$ cat src/rtl/rsgsh_pkg.sv
// Constants, register indexes and helpers of the reference-signal hopping unit.
`timescale 1ns / 1ps
`default_nettype none

package rsgsh_pkg;

  localparam int SKIP_LENGTH     = 1600;
  localparam int RB_SUBCARRIERS  = 12;
  localparam int SLOTS_PER_FRAME = 20;

  localparam int NUM_GROUPS      = 30;
  localparam int LONG_RS_RBS     = 6;

  // x2 runs alone over the first SKIP_LENGTH-31 steps
  localparam int FF_STEPS        = SKIP_LENGTH - 31;
  // highest Gold index used: the last bit of slot SLOTS_PER_FRAME-1 in group mode
  localparam int GOLD_LAST_MAX   = 8 * SLOTS_PER_FRAME - 1;
  localparam int CNT_MAX         = (FF_STEPS > GOLD_LAST_MAX) ? FF_STEPS : GOLD_LAST_MAX;
  localparam int CNT_W           = $clog2(CNT_MAX + 1);

  localparam int SLOT_W          = 5;
  localparam int ID_W            = 9;
  localparam int DSS_W           = 5;
  localparam int LEN_W           = 12;
  localparam int SEL_W           = 2;
  localparam int GRP_W           = 5;
  localparam int LFSR_W          = 31;
  localparam int CFG_IDX_W       = 3;
  localparam int CFG_DATA_W      = 12;

  localparam logic [LFSR_W-1:0] X1_PRESET_1600 = 31'h54D21B24;

  typedef enum logic [CFG_IDX_W-1:0] {
    REG_CELL_ID      = 3'd0,
    REG_SEQ_SHIFT    = 3'd1,
    REG_GROUP_HOP_EN = 3'd2,
    REG_SEQ_HOP_EN   = 3'd3,
    REG_RS_LENGTH    = 3'd4,
    REG_ID_SELECT    = 3'd5,
    REG_CTRL_VID     = 3'd6,
    REG_SHARED_VID   = 3'd7
  } cfg_reg_t;

  localparam logic [SEL_W-1:0] ID_SEL_CTRL   = 2'd1;
  localparam logic [SEL_W-1:0] ID_SEL_SHARED = 2'd2;

  // x1 state after FF_STEPS steps from seed 1, evaluated at elaboration
  function automatic logic [LFSR_W-1:0] x1_preset_calc();
    logic [LFSR_W-1:0] x;
    x = LFSR_W'(1);
    for (int n = 0; n < FF_STEPS; n++) begin
      x = {x[3] ^ x[0], x[LFSR_W-1:1]};
    end
    return x;
  endfunction

  localparam logic [LFSR_W-1:0] X1_PRESET =
    (SKIP_LENGTH == 1600) ? X1_PRESET_1600 : x1_preset_calc();

endpackage

`default_nettype wire

$ cat src/rtl/rs_group_sequence_hopping_unit.sv
// Uplink reference-signal group and base-sequence number generator.
//
// Usage: write the eight configuration registers through cfg_valid/cfg_ready
// (cfg_index selects the register, cfg_data carries the value) while the block
// is idle; cfg_ready is always high. Each slot transaction on in_valid/in_ready
// yields exactly one result transaction on out_valid/out_ready carrying
// group_number (u) and base_seq_number (v).
// Each slot runs these steps in order: serial mod-30 reduction of the
// identities and mod-20 reduction of the slot, x2 fast-forward, then the
// Gold bits up to the last one needed, then serial mod-30 reduction of u.
// A new slot is taken only once the previous result has gone to the output
// register; the single Gold-sequence LFSR pair serves one slot at a time.
// in_ready is high whenever no slot is in work, also while a result waits in
// the output register. If the receiver stalls, the next slot still runs and
// holds in its final reduction state until the output register frees.
// Synchronous reset clears the configuration registers to 0, returns the
// control to idle and drops any slot in work and any pending result.
`timescale 1ns / 1ps
`default_nettype none

module rs_group_sequence_hopping_unit (
  input  wire                                  clk,
  input  wire                                  rst,
  input  wire                                  cfg_valid,
  output logic                                 cfg_ready,
  input  wire  [rsgsh_pkg::CFG_IDX_W-1:0]      cfg_index,
  input  wire  [rsgsh_pkg::CFG_DATA_W-1:0]     cfg_data,
  input  wire                                  in_valid,
  output logic                                 in_ready,
  input  wire  [rsgsh_pkg::SLOT_W-1:0]         slot,
  output logic                                 out_valid,
  input  wire                                  out_ready,
  output logic [rsgsh_pkg::GRP_W-1:0]          group_number,
  output logic                                 base_seq_number
);
  import rsgsh_pkg::*;

  typedef enum logic [4:0] {
    S_IDLE   = 5'b00001,
    S_DIV    = 5'b00010,
    S_FF     = 5'b00100,
    S_GOLD   = 5'b01000,
    S_REDUCE = 5'b10000
  } state_t;

  localparam int SLOT_CMP_W = 7;
  localparam int QUO_W      = 5;
  localparam int SUM_W      = 6;
  localparam int ACC_W      = 8;

  state_t state;

  // configuration registers
  logic [ID_W-1:0]  cell_id;
  logic [DSS_W-1:0] seq_shift;
  logic             group_hop_en;
  logic             seq_hop_en;
  logic [LEN_W-1:0] rs_length;
  logic [SEL_W-1:0] id_select;
  logic [ID_W-1:0]  ctrl_vid;
  logic [ID_W-1:0]  shared_vid;

  // per-slot working registers
  logic [SLOT_W-1:0] ns;
  logic [ID_W-1:0]   rem_c;
  logic [QUO_W-1:0]  quo_c;
  logic [ID_W-1:0]   rem_n;
  logic              gh;
  logic              v_en;
  logic [LFSR_W-1:0] x1;
  logic [LFSR_W-1:0] x2;
  logic [CNT_W-1:0]  cnt;
  logic [CNT_W-1:0]  first;
  logic [CNT_W-1:0]  last;
  logic [ACC_W-1:0]  acc;
  logic              v_bit;

  logic              fb1;
  logic              fb2;
  logic              gold_bit;
  logic [ACC_W-1:0]  acc_next;
  logic              ns_wrap;
  logic              c_big;
  logic              n_big;
  logic [SUM_W-1:0]  ss_sum;
  logic [SUM_W-1:0]  ss_mod;
  logic [ID_W-1:0]   n_id;
  logic              long_rs;
  logic              load_out;

  assign cfg_ready = 1'b1;
  assign in_ready  = (state == S_IDLE);

  always_comb begin
    if (id_select == ID_SEL_CTRL) begin
      n_id = ctrl_vid;
    end else if (id_select == ID_SEL_SHARED) begin
      n_id = shared_vid;
    end else begin
      n_id = cell_id;
    end
  end

  assign long_rs = ({1'b0, rs_length} >= (LEN_W+1)'(LONG_RS_RBS * RB_SUBCARRIERS));

  assign ns_wrap = ({{(SLOT_CMP_W-SLOT_W){1'b0}}, ns} >= SLOT_CMP_W'(SLOTS_PER_FRAME));
  assign c_big   = (rem_c >= ID_W'(NUM_GROUPS));
  assign n_big   = (rem_n >= ID_W'(NUM_GROUPS));

  // result leaves the reduction once u is below 30 and the output register is free
  assign load_out = (state == S_REDUCE) && !n_big && (!out_valid || out_ready);

  // (cell_id mod 30) + seq_shift stays below 61: two subtractions at most
  assign ss_sum = SUM_W'(rem_c) + SUM_W'(seq_shift);
  always_comb begin
    if (ss_sum >= SUM_W'(2 * NUM_GROUPS)) begin
      ss_mod = ss_sum - SUM_W'(2 * NUM_GROUPS);
    end else if (ss_sum >= SUM_W'(NUM_GROUPS)) begin
      ss_mod = ss_sum - SUM_W'(NUM_GROUPS);
    end else begin
      ss_mod = ss_sum;
    end
  end

  assign fb1      = x1[3] ^ x1[0];
  assign fb2      = x2[3] ^ x2[2] ^ x2[1] ^ x2[0];
  assign gold_bit = fb1 ^ fb2;
  assign acc_next = (cnt >= first) ? {gold_bit, acc[ACC_W-1:1]} : acc;

  // configuration writes
  always_ff @(posedge clk) begin
    if (rst) begin
      cell_id      <= '0;
      seq_shift    <= '0;
      group_hop_en <= 1'b0;
      seq_hop_en   <= 1'b0;
      rs_length    <= '0;
      id_select    <= '0;
      ctrl_vid     <= '0;
      shared_vid   <= '0;
    end else if (cfg_valid && cfg_ready) begin
      unique case (cfg_reg_t'(cfg_index))
        REG_CELL_ID:      cell_id      <= cfg_data[ID_W-1:0];
        REG_SEQ_SHIFT:    seq_shift    <= cfg_data[DSS_W-1:0];
        REG_GROUP_HOP_EN: group_hop_en <= cfg_data[0];
        REG_SEQ_HOP_EN:   seq_hop_en   <= cfg_data[0];
        REG_RS_LENGTH:    rs_length    <= cfg_data[LEN_W-1:0];
        REG_ID_SELECT:    id_select    <= cfg_data[SEL_W-1:0];
        REG_CTRL_VID:     ctrl_vid     <= cfg_data[ID_W-1:0];
        REG_SHARED_VID:   shared_vid   <= cfg_data[ID_W-1:0];
        default: ;
      endcase
    end
  end

  // control
  always_ff @(posedge clk) begin
    if (rst) begin
      state     <= S_IDLE;
      out_valid <= 1'b0;
    end else begin
      if (load_out) begin
        out_valid <= 1'b1;
      end else if (out_ready) begin
        out_valid <= 1'b0;
      end
      unique case (state)
        S_IDLE: begin
          if (in_valid) begin
            state <= S_DIV;
          end
        end
        S_DIV: begin
          if (!ns_wrap && !c_big && !n_big) begin
            state <= S_FF;
          end
        end
        S_FF: begin
          if (cnt == CNT_W'(FF_STEPS)) begin
            state <= S_GOLD;
          end
        end
        S_GOLD: begin
          if (cnt == last) begin
            state <= S_REDUCE;
          end
        end
        S_REDUCE: begin
          if (load_out) begin
            state <= S_IDLE;
          end
        end
        default: state <= S_IDLE;
      endcase
    end
  end

  // datapath
  always_ff @(posedge clk) begin
    unique case (state)
      S_IDLE: begin
        ns    <= slot;
        rem_c <= cell_id;
        quo_c <= '0;
        rem_n <= n_id;
        gh    <= group_hop_en;
        v_en  <= seq_hop_en && !group_hop_en && long_rs;
      end
      S_DIV: begin
        // subtract-and-count reduction by 30 (by 20 for the slot), one step per cycle
        if (ns_wrap) begin
          ns <= ns - SLOT_W'(SLOTS_PER_FRAME);
        end
        if (c_big) begin
          rem_c <= rem_c - ID_W'(NUM_GROUPS);
          quo_c <= quo_c + QUO_W'(1);
        end
        if (n_big) begin
          rem_n <= rem_n - ID_W'(NUM_GROUPS);
        end
        x1  <= X1_PRESET;
        cnt <= '0;
        acc <= '0;
        if (gh) begin
          x2    <= LFSR_W'(quo_c);
          first <= CNT_W'({ns, 3'b000});
          last  <= CNT_W'({ns, 3'b111});
        end else begin
          x2    <= LFSR_W'({quo_c, ss_mod[GRP_W-1:0]});
          first <= CNT_W'(ns);
          last  <= CNT_W'(ns);
        end
      end
      S_FF: begin
        if (cnt == CNT_W'(FF_STEPS)) begin
          cnt <= '0;
        end else begin
          x2  <= {fb2, x2[LFSR_W-1:1]};
          cnt <= cnt + CNT_W'(1);
        end
      end
      S_GOLD: begin
        x1  <= {fb1, x1[LFSR_W-1:1]};
        x2  <= {fb2, x2[LFSR_W-1:1]};
        acc <= acc_next;
        cnt <= cnt + CNT_W'(1);
        if (cnt == first) begin
          v_bit <= gold_bit;
        end
        // fold the hopping pattern into the shift: (f_gh + f_ss) mod 30
        if (cnt == last && gh) begin
          rem_n <= ID_W'(acc_next) + rem_n;
        end
      end
      S_REDUCE: begin
        if (n_big) begin
          rem_n <= rem_n - ID_W'(NUM_GROUPS);
        end else if (!out_valid || out_ready) begin
          group_number    <= rem_n[GRP_W-1:0];
          base_seq_number <= v_en && v_bit;
        end
      end
      default: ;
    endcase
  end

  a_group_range: assert property (@(posedge clk) disable iff (rst)
    out_valid |-> (group_number < GRP_W'(NUM_GROUPS)))
    else $error("group number out of range");

  a_gold_bound: assert property (@(posedge clk) disable iff (rst)
    (state == S_GOLD) |-> (cnt <= last) && (first <= last))
    else $error("Gold index ran past the last needed bit");

  a_ff_length: assert property (@(posedge clk) disable iff (rst)
    (state == S_FF) ##1 (state == S_GOLD) |-> ($past(cnt) == CNT_W'(FF_STEPS)))
    else $error("x2 fast-forward left early");

  a_accept_starts: assert property (@(posedge clk) disable iff (rst)
    (in_valid && in_ready) |=> (state == S_DIV))
    else $error("accepted slot did not start");

endmodule

`default_nettype wire

$ cat config.mk
export PLATFORM = sky130hd
export DESIGN_NAME = rs_group_sequence_hopping_unit
export DESIGN_NICKNAME = d
export VERILOG_FILES = /design/src/rtl/rsgsh_pkg.sv /design/src/rtl/rs_group_sequence_hopping_unit.sv
export SDC_FILE = /design/constraint.sdc
export NUM_CORES = 1
export LEC_CHECK = 0
export BUFFER_PORTS_ARGS = -buffer_cell sky130_fd_sc_hd__clkbuf_2
export CAP_MARGIN = 20
export CORE_UTILIZATION = 35
export DETAILED_ROUTE_END_ITERATION = 8
export PLACE_DENSITY = 0.62
export SKIP_CTS_REPAIR_TIMING = 1
export SLEW_MARGIN = 20
export SYNTH_ARGS = -nofsm -noshare
export SYNTH_HDL_FRONTEND = slang
export SYNTH_SLANG_ARGS = --single-unit
$ cat constraint.sdc
create_clock -name clk -period 4.27 [get_ports clk]
set_input_delay 1.0675 -clock clk [delete_from_list [all_inputs] [get_ports clk]]
set_output_delay 1.0675 -clock clk [all_outputs]
set_load 0.01 [all_outputs]
==> results of run 1 <==
## cells in the final DEF (no fill, tap or decap), types with 4 or more instances in the layout
| cell type | count |
|---|---|
| sky130_fd_sc_hd__nand4_1 | 7 |
| sky130_fd_sc_hd__buf_4 | 11 |
| sky130_fd_sc_hd__xor2_1 | 21 |
| sky130_fd_sc_hd__and2_1 | 47 |
| sky130_fd_sc_hd__a211oi_1 | 7 |
| sky130_fd_sc_hd__nand3_1 | 17 |
| sky130_fd_sc_hd__dfxtp_1 | 51 |
| sky130_fd_sc_hd__nand2_1 | 136 |
| sky130_fd_sc_hd__clkinv_4 | 4 |
| sky130_fd_sc_hd__clkinvlp_4 | 4 |
| sky130_fd_sc_hd__a21oi_1 | 54 |
| sky130_fd_sc_hd__o221ai_1 | 6 |
| sky130_fd_sc_hd__o211ai_1 | 10 |
| sky130_fd_sc_hd__inv_1 | 21 |
| sky130_fd_sc_hd__o21ai_0 | 25 |
| sky130_fd_sc_hd__a21o_1 | 5 |
| sky130_fd_sc_hd__mux2_2 | 12 |
| sky130_fd_sc_hd__xnor2_1 | 20 |
| sky130_fd_sc_hd__nand2b_1 | 24 |
| sky130_fd_sc_hd__or2_2 | 8 |
| sky130_fd_sc_hd__or3_1 | 4 |
| sky130_fd_sc_hd__clkbuf_2 | 32 |
| sky130_fd_sc_hd__nor3_1 | 6 |
| sky130_fd_sc_hd__mux2i_1 | 30 |
| sky130_fd_sc_hd__and3_1 | 8 |
| sky130_fd_sc_hd__nor2_1 | 57 |
| sky130_fd_sc_hd__nor2b_1 | 14 |
| sky130_fd_sc_hd__o21ai_1 | 4 |
| sky130_fd_sc_hd__ha_1 | 31 |
| sky130_fd_sc_hd__clkbuf_16 | 17 |
| sky130_fd_sc_hd__edfxtp_1 | 129 |
## cell families (layout without fill, tap and decap cells)
kind of cell / after synthesis / in the layout / share of synthesized area [%]
flip-flops: 180 / 180 / 54.40
AND/OR/NAND/NOR: 344 / 344 / 19.13
XOR/XNOR: 42 / 42 / 4.172
adder cells (fa/ha/maj): 33 / 33 / 4.756
AO/OA/AOI/OAI: 137 / 137 / 9.748
buffers and inverters: 61 / 97 / 2.739
other: 1 / 1 / 0.04168
multiplexers: 43 / 43 / 5.006
## state kept, by name, summed over array words and instances (netlist names), 2 cells and up
name and cells:
acc 8, ns 5, rem_n 9, state 5
seq_shift 5, first 8, ctrl_vid 9, quo_c 5
cnt 11, rs_length 9, cell_id 9, last 3
x2 31, id_select 2, rem_c 9, shared_vid 9
x1 31, group_number 5
## routing by layer
layer  up-vias  global-route usage, %  wire length (um)  part of all wire (%)
met5         -                      0                 0                     0
met4         0                  3.645                96                  0.54
met3         6                  2.725               531                   3.0
met2        89                  22.11              8280                    47
met1      2875                  19.78              8802                    50
li1       3019                      -                 -                     -
## stage by stage
stage	hold WS (ns)	setup WS [ns]	util, %
6_report	0.4540	0.3420	39.95
5_1_grt	0.4757	0.03460	39.95
4_1_cts	0.4583	0.3372	39.93
3_5_place_dp	0.4448	0.3492	37.72
3_3_place_gp	0.4410	0.4100	37.72
2_1_floorplan	0.4246	0.5606	-
## power breakdown
group	leakage (nW)	switching, W	internal, W
clock network	0.259	0.000710	0.000765
logic	1.69	0.000780	0.000579
registers	1.59	0.000293	0.00227
total	3.53	0.00178	0.00361
## worst register-to-register path, stage by stage (launching register included)
cell                       delay, ns
sky130_fd_sc_hd__edfxtp_1       0.40
sky130_fd_sc_hd__ha_1           0.31
sky130_fd_sc_hd__nor2b_1        0.14
sky130_fd_sc_hd__o21ai_1        0.11
sky130_fd_sc_hd__nand2b_1       0.09
sky130_fd_sc_hd__a21oi_2        0.16
sky130_fd_sc_hd__o21ai_2        0.08
sky130_fd_sc_hd__a311oi_4       0.48
sky130_fd_sc_hd__mux2_2         0.40
sky130_fd_sc_hd__ha_1           0.20
sky130_fd_sc_hd__inv_1          0.07
sky130_fd_sc_hd__fa_1           0.20
sky130_fd_sc_hd__nor2b_1        0.05
sky130_fd_sc_hd__o21ai_0        0.18
sky130_fd_sc_hd__a21boi_0       0.14
sky130_fd_sc_hd__o21ai_0        0.26
sky130_fd_sc_hd__nand2b_1       0.11
sky130_fd_sc_hd__xnor2_1        0.15
sky130_fd_sc_hd__o221ai_1       0.14
## layout make-up
class	instances	area share, %
Clock buffer	18	4.266
Tap cell	330	4.104
Sequential cell	180	48.66
Timing Repair Buffer	43	2.413
Inverter	22	0.8209
Clock inverter	14	1.269
Multi-Input combinational cell	600	38.47
## worst min path at each step
stage / cells past startpoint / end
4_1_cts: 2 / ctrl_vid[5]
2_1_floorplan: 0 / gh
5_1_grt: 2 / shared_vid[6]
6_report: 2 / shared_vid[6]
3_5_place_dp: 2 / ctrl_vid[3]
3_3_place_gp: 2 / ctrl_vid[3]
==> PnR_summary.wiki, run 1 <==
{| class="wikitable"
! Metric !! Value
|-
| Outcome || completed
|-
| PnR Total Power || around 0.0054 W
|-
| Die Wd || ~160 um
|-
| Cell count along the critical path || 18
|-
| Starting density of the core || between 30% and 40%
|-
| Worst reg2reg startpoint || cnt[1]
|-
| Number of levels in the clock H-tree || 4
|-
| Actual transition at the worst max-transition pin || 1.077 ns
|-
| R2r setup slk || between 0.3 and 0.4 ns
|-
| Portion of the post-synthesis area used by sequential elements || around 54%
|-
| Number of endpoints failing setup at the final stage || 0
|-
| Ys flop type || sky130_fd_sc_hd__edfxtp_1
|-
| Relative slew margins || roughly 28%
|-
| Crit path max fanout || 6
|-
| Total count of max-transition violations in the final report || 0
|-
| Most frequently used cell type in the post-synthesis netlist || sky130_fd_sc_hd__nand2_1
|-
| Setup TNS || 0 ns
|-
| Via count of the first global-routing pass || about 5700
|-
| Number of synthesized flops with an enable pin || 129
|-
| Fraction of final layout cells sized beyond drive strength 1 || roughly an eighth
|-
| # nets final || 922
|-
| PortBufs || 32
|-
| Mean area per synthesized cell || 10.70 um2
|-
| Later-pin clock latency in the skew report || around 0.43 ns
|-
| Clock sink total || 180
|-
| Top cell types by occurrence after synthesis || 136 x sky130_fd_sc_hd__nand2_1, 129 x sky130_fd_sc_hd__edfxtp_1, 57 x sky130_fd_sc_hd__nor2_1
|-
| Worst clock skew || 0.01410 ns
|-
| Syn Nets || 899
|-
| Maximum frequency from static timing analysis || 254.6 MHz
|-
| Wire length of the first global-routing pass || 29370 um
|-
| Number of DRC markers in iteration 0 || roughly 380
|-
| Hold Path Class || reg -> reg
|-
| Worst setup endpoint || rem_n[6]
|-
| Worst EP arrival || around 4 ns
|-
| Multi-input logic area || slightly below 4000 um2
|-
| Hold Fails Final Rpt || 0
|-
| Maximum number of pins on one net before global-route repair || 52
|-
| Critical path startpoint || cnt[1]
|-
| Routed vias || about 6000
|-
| Total non-filler cell area in the finished layout || 10060 um2
|-
| Synth Warn # || 0
|-
| Setup repair after global routing missed its margin || no
|-
| Half-perimeter wire length of the detailed placement result || roughly 12000 um
|-
| Critical path cell sequence || ha_1, nor2b_1, o21ai_1, nand2b_1, a21oi_2, o21ai_2, a311oi_4, mux2_2, ha_1, inv_1, fa_1, nor2b_1, o21ai_0, a21boi_0, o21ai_0, nand2b_1, xnor2_1, o221ai_1
|-
| VDD IR max || between 0.2 and 0.25 mV
|-
| Clock root buffer master || sky130_fd_sc_hd__clkbuf_16
|-
| Yosys top cell by area || sky130_fd_sc_hd__edfxtp_1
|-
| Count of distinct cell types in the synthesized netlist || 66
|-
| Number of cells in the finished layout apart from fillers || 1207
|-
| Worst stage delay on the critical path || roughly 0.48 ns
|-
| Combined global-route utilization of all metal layers || ~14%
|-
| PwrDens || between 500 and 600 nW/um2
|-
| Max_cap viols || 0
|-
| Total wirelength of the detailed-routed design || ~18000 um
|-
| Reg2reg path depth || 18
|-
| GRT overflow || 0
|-
| Synth area leaders || sky130_fd_sc_hd__edfxtp_1 43%, sky130_fd_sc_hd__dfxtp_1 11%, sky130_fd_sc_hd__nand2_1 5.7%
|-
| Die outline height || 162.3 um
|-
| Area of the mapped netlist || 8997 um2
|-
| Startpoint kind of the worst setup timing path || flip-flop
|-
| Register bit total from synthesis || between 150 and 200
|-
| Post-synth ARST share || 0%
|-
| Detailed-routing iteration count for the pre-antenna-repair pass || 4
|-
| Final clock period utilization by the worst path || approximately nine tenths
|-
| Sequential cell area || 4895 um2
|-
| Post-detailed-route DRC marker count || 0
|-
| Hold path startpoint || shared_vid[6]
|-
| Clock tree from TritonCTS || built
|-
| Row Count || between 50 and 60
|-
| Routability congestion estimate || approximately 0.83
|-
| Cell total after placement || between 1000 and 1500
|-
| Number of inserted diodes || 0
|-
| Largest buffer count on any clock path || 2
|-
| CP required || about 4.4 ns
|-
| Time the final worst path needs with I/O delays and setup || ~3.9 ns
|-
| Area grow syn2layout || 11.81%
|-
| Crit. End Element || flip-flop
|-
| Filler Cell Count || around 2500
|-
| Average detailed-routed wire length per instance || 14.67 um
|-
| Master of the slowest instance on the critical path || sky130_fd_sc_hd__a311oi_4
|-
| RR Endpoint || rem_n[6]
|-
| CP delay by family, top || compound AO/OA/AOI/OAI gates
|-
| Buffers plus inverters on the worst setup path || 1
|-
| Type of the worst setup path || reg -> reg
|-
| Total core area || ~25000 um2
|-
| Area fraction of the dominant cell type after synthesis || between 40 and 50%
|-
| Drt via density || between 4 and 5
|-
| Number of nets with antenna violations after detailed routing || 0
|-
| Dpl cell area || 9498 um2
|-
| Static leakage || 3.534 nW
|-
| Die area || ~26000 um2
|-
| Clk slew on worst S/H paths || around 0.07 ns
|-
| Antenna violations before repair || 0
|-
| Number of buffers added by the clock tree synthesis step || 17
|-
| Post-synthesis cell count || approximately 840
|-
| Top-level port count || 34
|}
Power figures use the tool's default switching activity.
==> run 2, diff against run 1 <==
--- a/config.mk
+++ b/config.mk
@@ -7,9 +7,10 @@
 export LEC_CHECK = 0
 export BUFFER_PORTS_ARGS = -buffer_cell sky130_fd_sc_hd__clkbuf_2
 export CAP_MARGIN = 20
-export CORE_UTILIZATION = 35
+export CORE_UTILIZATION = 45
+export CTS_BUF_LIST = sky130_fd_sc_hd__clkbuf_4 sky130_fd_sc_hd__clkbuf_8 sky130_fd_sc_hd__clkbuf_16
 export DETAILED_ROUTE_END_ITERATION = 8
-export PLACE_DENSITY = 0.62
+export PLACE_DENSITY = 0.73
 export SKIP_CTS_REPAIR_TIMING = 1
 export SLEW_MARGIN = 20
 export SYNTH_ARGS = -nofsm -noshare
==> run 2 against run 1 <==
  * Core utilization increased by 11 points
  * Final cell count decreased by 5.6%
  * Clock power increased by 6%
  * Critical path type unchanged
  * Critical endpoint unchanged
==> PnR_summary.wiki, run 2 (synthesized netlist as in run 1, its figures left out) <==
{| class="wikitable"
! Metric !! Value
|-
| Later-pin clock latency in the skew report || between 0.4 and 0.5 ns
|-
| Switch Pwr || about 0.0019 W
|-
| GRT overflow || 0
|-
| Total core area || slightly below 20000 um2
|-
| Worst stage delay on the critical path || between 0.5 and 0.6 ns
|-
| Most frequent standard cell in the layout excluding fill and tap cells || sky130_fd_sc_hd__nand2_1
|-
| VDD IR max || roughly 0.37 mV
|-
| Number of buffers added by the clock tree synthesis step || 17
|-
| Clk slew on worst S/H paths || 0.08 ns
|-
| Most used cells in the layout excluding fill and tap cells || 136 x sky130_fd_sc_hd__nand2_1, 129 x sky130_fd_sc_hd__edfxtp_1, 57 x sky130_fd_sc_hd__nor2_1, 54 x sky130_fd_sc_hd__a21oi_1, 51 x sky130_fd_sc_hd__dfxtp_1
|-
| Outcome || completed
|-
| Total wirelength of the detailed-routed design || about 18000 um
|-
| Total count of max-transition violations in the final report || 0
|-
| Routed vias || 6076
|-
| Number of nets with antenna violations after detailed routing || 0
|-
| Startpoint kind of the worst setup timing path || flip-flop
|-
| Dpl cell area || 9394 um2
|-
| Starting density of the core || around 46%
|-
| Worst clock skew || between 0.009 and 0.01 ns
|-
| Filler Cell Count || between 1500 and 2000
|-
| Crit. End Element || flip-flop
|-
| Static leakage || 3.548 nW
|-
| Hold Fails Final Rpt || 0
|-
| Power share of the clock group || between 20% and 30%
|-
| Detailed-routing iteration count for the pre-antenna-repair pass || 5
|-
| Master of the slowest instance on the critical path || sky130_fd_sc_hd__edfxtp_1
|-
| Critical path cell sequence || ha_1, o21ai_1, nand2b_1, a21oi_2, o21ai_2, a311oi_4, mux2_2, ha_1, inv_1, fa_1, nor2b_1, o21ai_0, a21boi_0, o21ai_0, nand2b_1, xnor2_1, o221ai_1
|-
| Routability congestion estimate || between 0.8 and 0.9
|-
| Sw Ratio || approximately a third
|-
| Post-detailed-route DRC marker count || 0
|-
| PnR Total Power || ~0.0055 W
|-
| CP required || 4.43 ns
|-
| Hold Path Class || reg -> reg
|-
| Die area || 20560 um2
|-
| Number of levels in the clock H-tree || 4
|-
| # nets final || 919
|-
| Fraction of final layout cells sized beyond drive strength 1 || between 10% and 20%
|-
| Number of inserted diodes || 0
|-
| Time the final worst path needs with I/O delays and setup || 3.939 ns
|-
| Row Count || between 50 and 60
|-
| Largest registers || x1 x31, x2 x31, cnt x11
|-
| Setup TNS || 0 ns
|-
| Via count of the first global-routing pass || roughly 5800
|-
| Number of DRC markers in iteration 0 || roughly 450
|-
| CP delay by family, top || compound AO/OA/AOI/OAI gates
|-
| Actual transition at the worst max-transition pin || about 1.2 ns
|-
| Half-perimeter wire length of the detailed placement result || about 12000 um
|-
| Clock root buffer master || sky130_fd_sc_hd__clkbuf_16
|-
| Combinational power share || between 20% and 30%
|-
| Relative slew margins || a little under a fifth
|-
| Total non-filler cell area in the finished layout || roughly 10000 um2
|-
| Worst EP arrival || about 4.1 ns
|-
| Max_cap viols || 0
|-
| Maximum frequency from static timing analysis || around 250 MHz
|-
| Drt via density || between 5 and 6
|-
| Number of endpoints failing setup at the final stage || 0
|-
| PwrDens || 550.2 nW/um2
|-
| Crit path max fanout || 7
|-
| Buffers plus inverters on the worst setup path || 1
|-
| Top-level port count || 34
|-
| Clock tree from TritonCTS || built
|-
| Final clock period utilization by the worst path || 92.26%
|-
| Clock sink total || 180
|-
| Internal power || 0.003630 W
|-
| Area grow syn2layout || 10.89%
|-
| Antenna violations before repair || 0
|-
| Maximum number of pins on one net before global-route repair || 52
|-
| Type of the worst setup path || reg -> reg
|-
| Average detailed-routed wire length per instance || about 16 um
|-
| Sequential fraction of design power || between 40% and 50%
|-
| Largest buffer count on any clock path || 2
|-
| Combined global-route utilization of all metal layers || approximately 18%
|-
| Die outline height || around 140 um
|-
| PortBufs || 32
|-
| Setup repair after global routing missed its margin || no
|-
| Wire length of the first global-routing pass || just under 30000 um
|-
| Die Wd || about 140 um
|}
[run 2: cell count changes in the layout (fill, tap and decap cells not counted), sizes merged]
| cell | before | now |
|---|---|---|
| clkbuf | 50 | 49 |
| buf | 11 | 8 |
| clkinvlp | 4 | 0 |
| inv | 26 | 32 |
| clkinv | 6 | 5 |
[run 2: cell type report]
cell class | instances | area (um2) | share of cell area, %
well taps | 265 | 331.6 | 3.323
clock buffers | 17 | 425.4 | 4.264
inverters | 22 | 82.58 | 0.8277
multi-input cells | 600 | 3865 | 38.74
clock inverters | 15 | 157.7 | 1.580
repair buffers | 40 | 220.2 | 2.207
flip-flops and latches | 180 | 4895 | 49.06
[run 2: metrics by stage]
stage          std cells  setup slack [ns]  hold WS [ns]  util (%)
4_1_cts             1139            0.2865        0.4582     51.10
2_1_floorplan        841            0.5606        0.4246         -
3_5_place_dp        1107            0.3585        0.4486     48.11
6_report            1139            0.3306        0.4593     51.10
5_1_grt             1139           0.06836        0.4796     51.10
3_3_place_gp        1107            0.4810        0.4412     48.11
[run 2: worst paths after layout]
kind,cells past startpoint,start,slack (ns),endpoint
worst min register to register,2,ctrl_vid[0],0.46,ctrl_vid[0]
worst max register to register,17,cnt[2],0.33,rem_n[6]
worst max-delay path,17,cnt[2],0.33,rem_n[6]
worst min-delay path,2,ctrl_vid[0],0.46,ctrl_vid[0]
[run 2: per-layer routing]
metal  vias to the layer above  global-route usage [%]  routed length [um]
met5                         -                       0                   0
met4                         0                   5.487                 244
met3                        21                   3.299                 638
met2                       117                   29.82                8398
met1                      2927                   24.71                8383
li1                       3011                       -                   -
[run 2: power by group through the flow]
stage / Combinational (W) / Clock (W) / Sequential (W)
floorplan: 0.00110 / 0 / 0.00247
global placement: 0.00133 / 0 / 0.00259
detailed placement: 0.00136 / 0 / 0.00259
CTS: 0.00138 / 0.00158 / 0.00256
global route: 0.00154 / 0.00164 / 0.00261
finish: 0.00137 / 0.00156 / 0.00257
[run 2: worst reg2reg max path, stage by stage (launching register included)]
cell                       delay [ns]
sky130_fd_sc_hd__edfxtp_1        0.52
sky130_fd_sc_hd__ha_1            0.35
sky130_fd_sc_hd__o21ai_1         0.08
sky130_fd_sc_hd__nand2b_1        0.08
sky130_fd_sc_hd__a21oi_2         0.16
sky130_fd_sc_hd__o21ai_2         0.09
sky130_fd_sc_hd__a311oi_4        0.49
sky130_fd_sc_hd__mux2_2          0.40
sky130_fd_sc_hd__ha_1            0.20
sky130_fd_sc_hd__inv_1           0.07
sky130_fd_sc_hd__fa_1            0.19
sky130_fd_sc_hd__nor2b_1         0.05
sky130_fd_sc_hd__o21ai_0         0.19
sky130_fd_sc_hd__a21boi_0        0.16
sky130_fd_sc_hd__o21ai_0         0.24
sky130_fd_sc_hd__nand2b_1        0.11
sky130_fd_sc_hd__xnor2_1         0.15
sky130_fd_sc_hd__o221ai_1        0.14
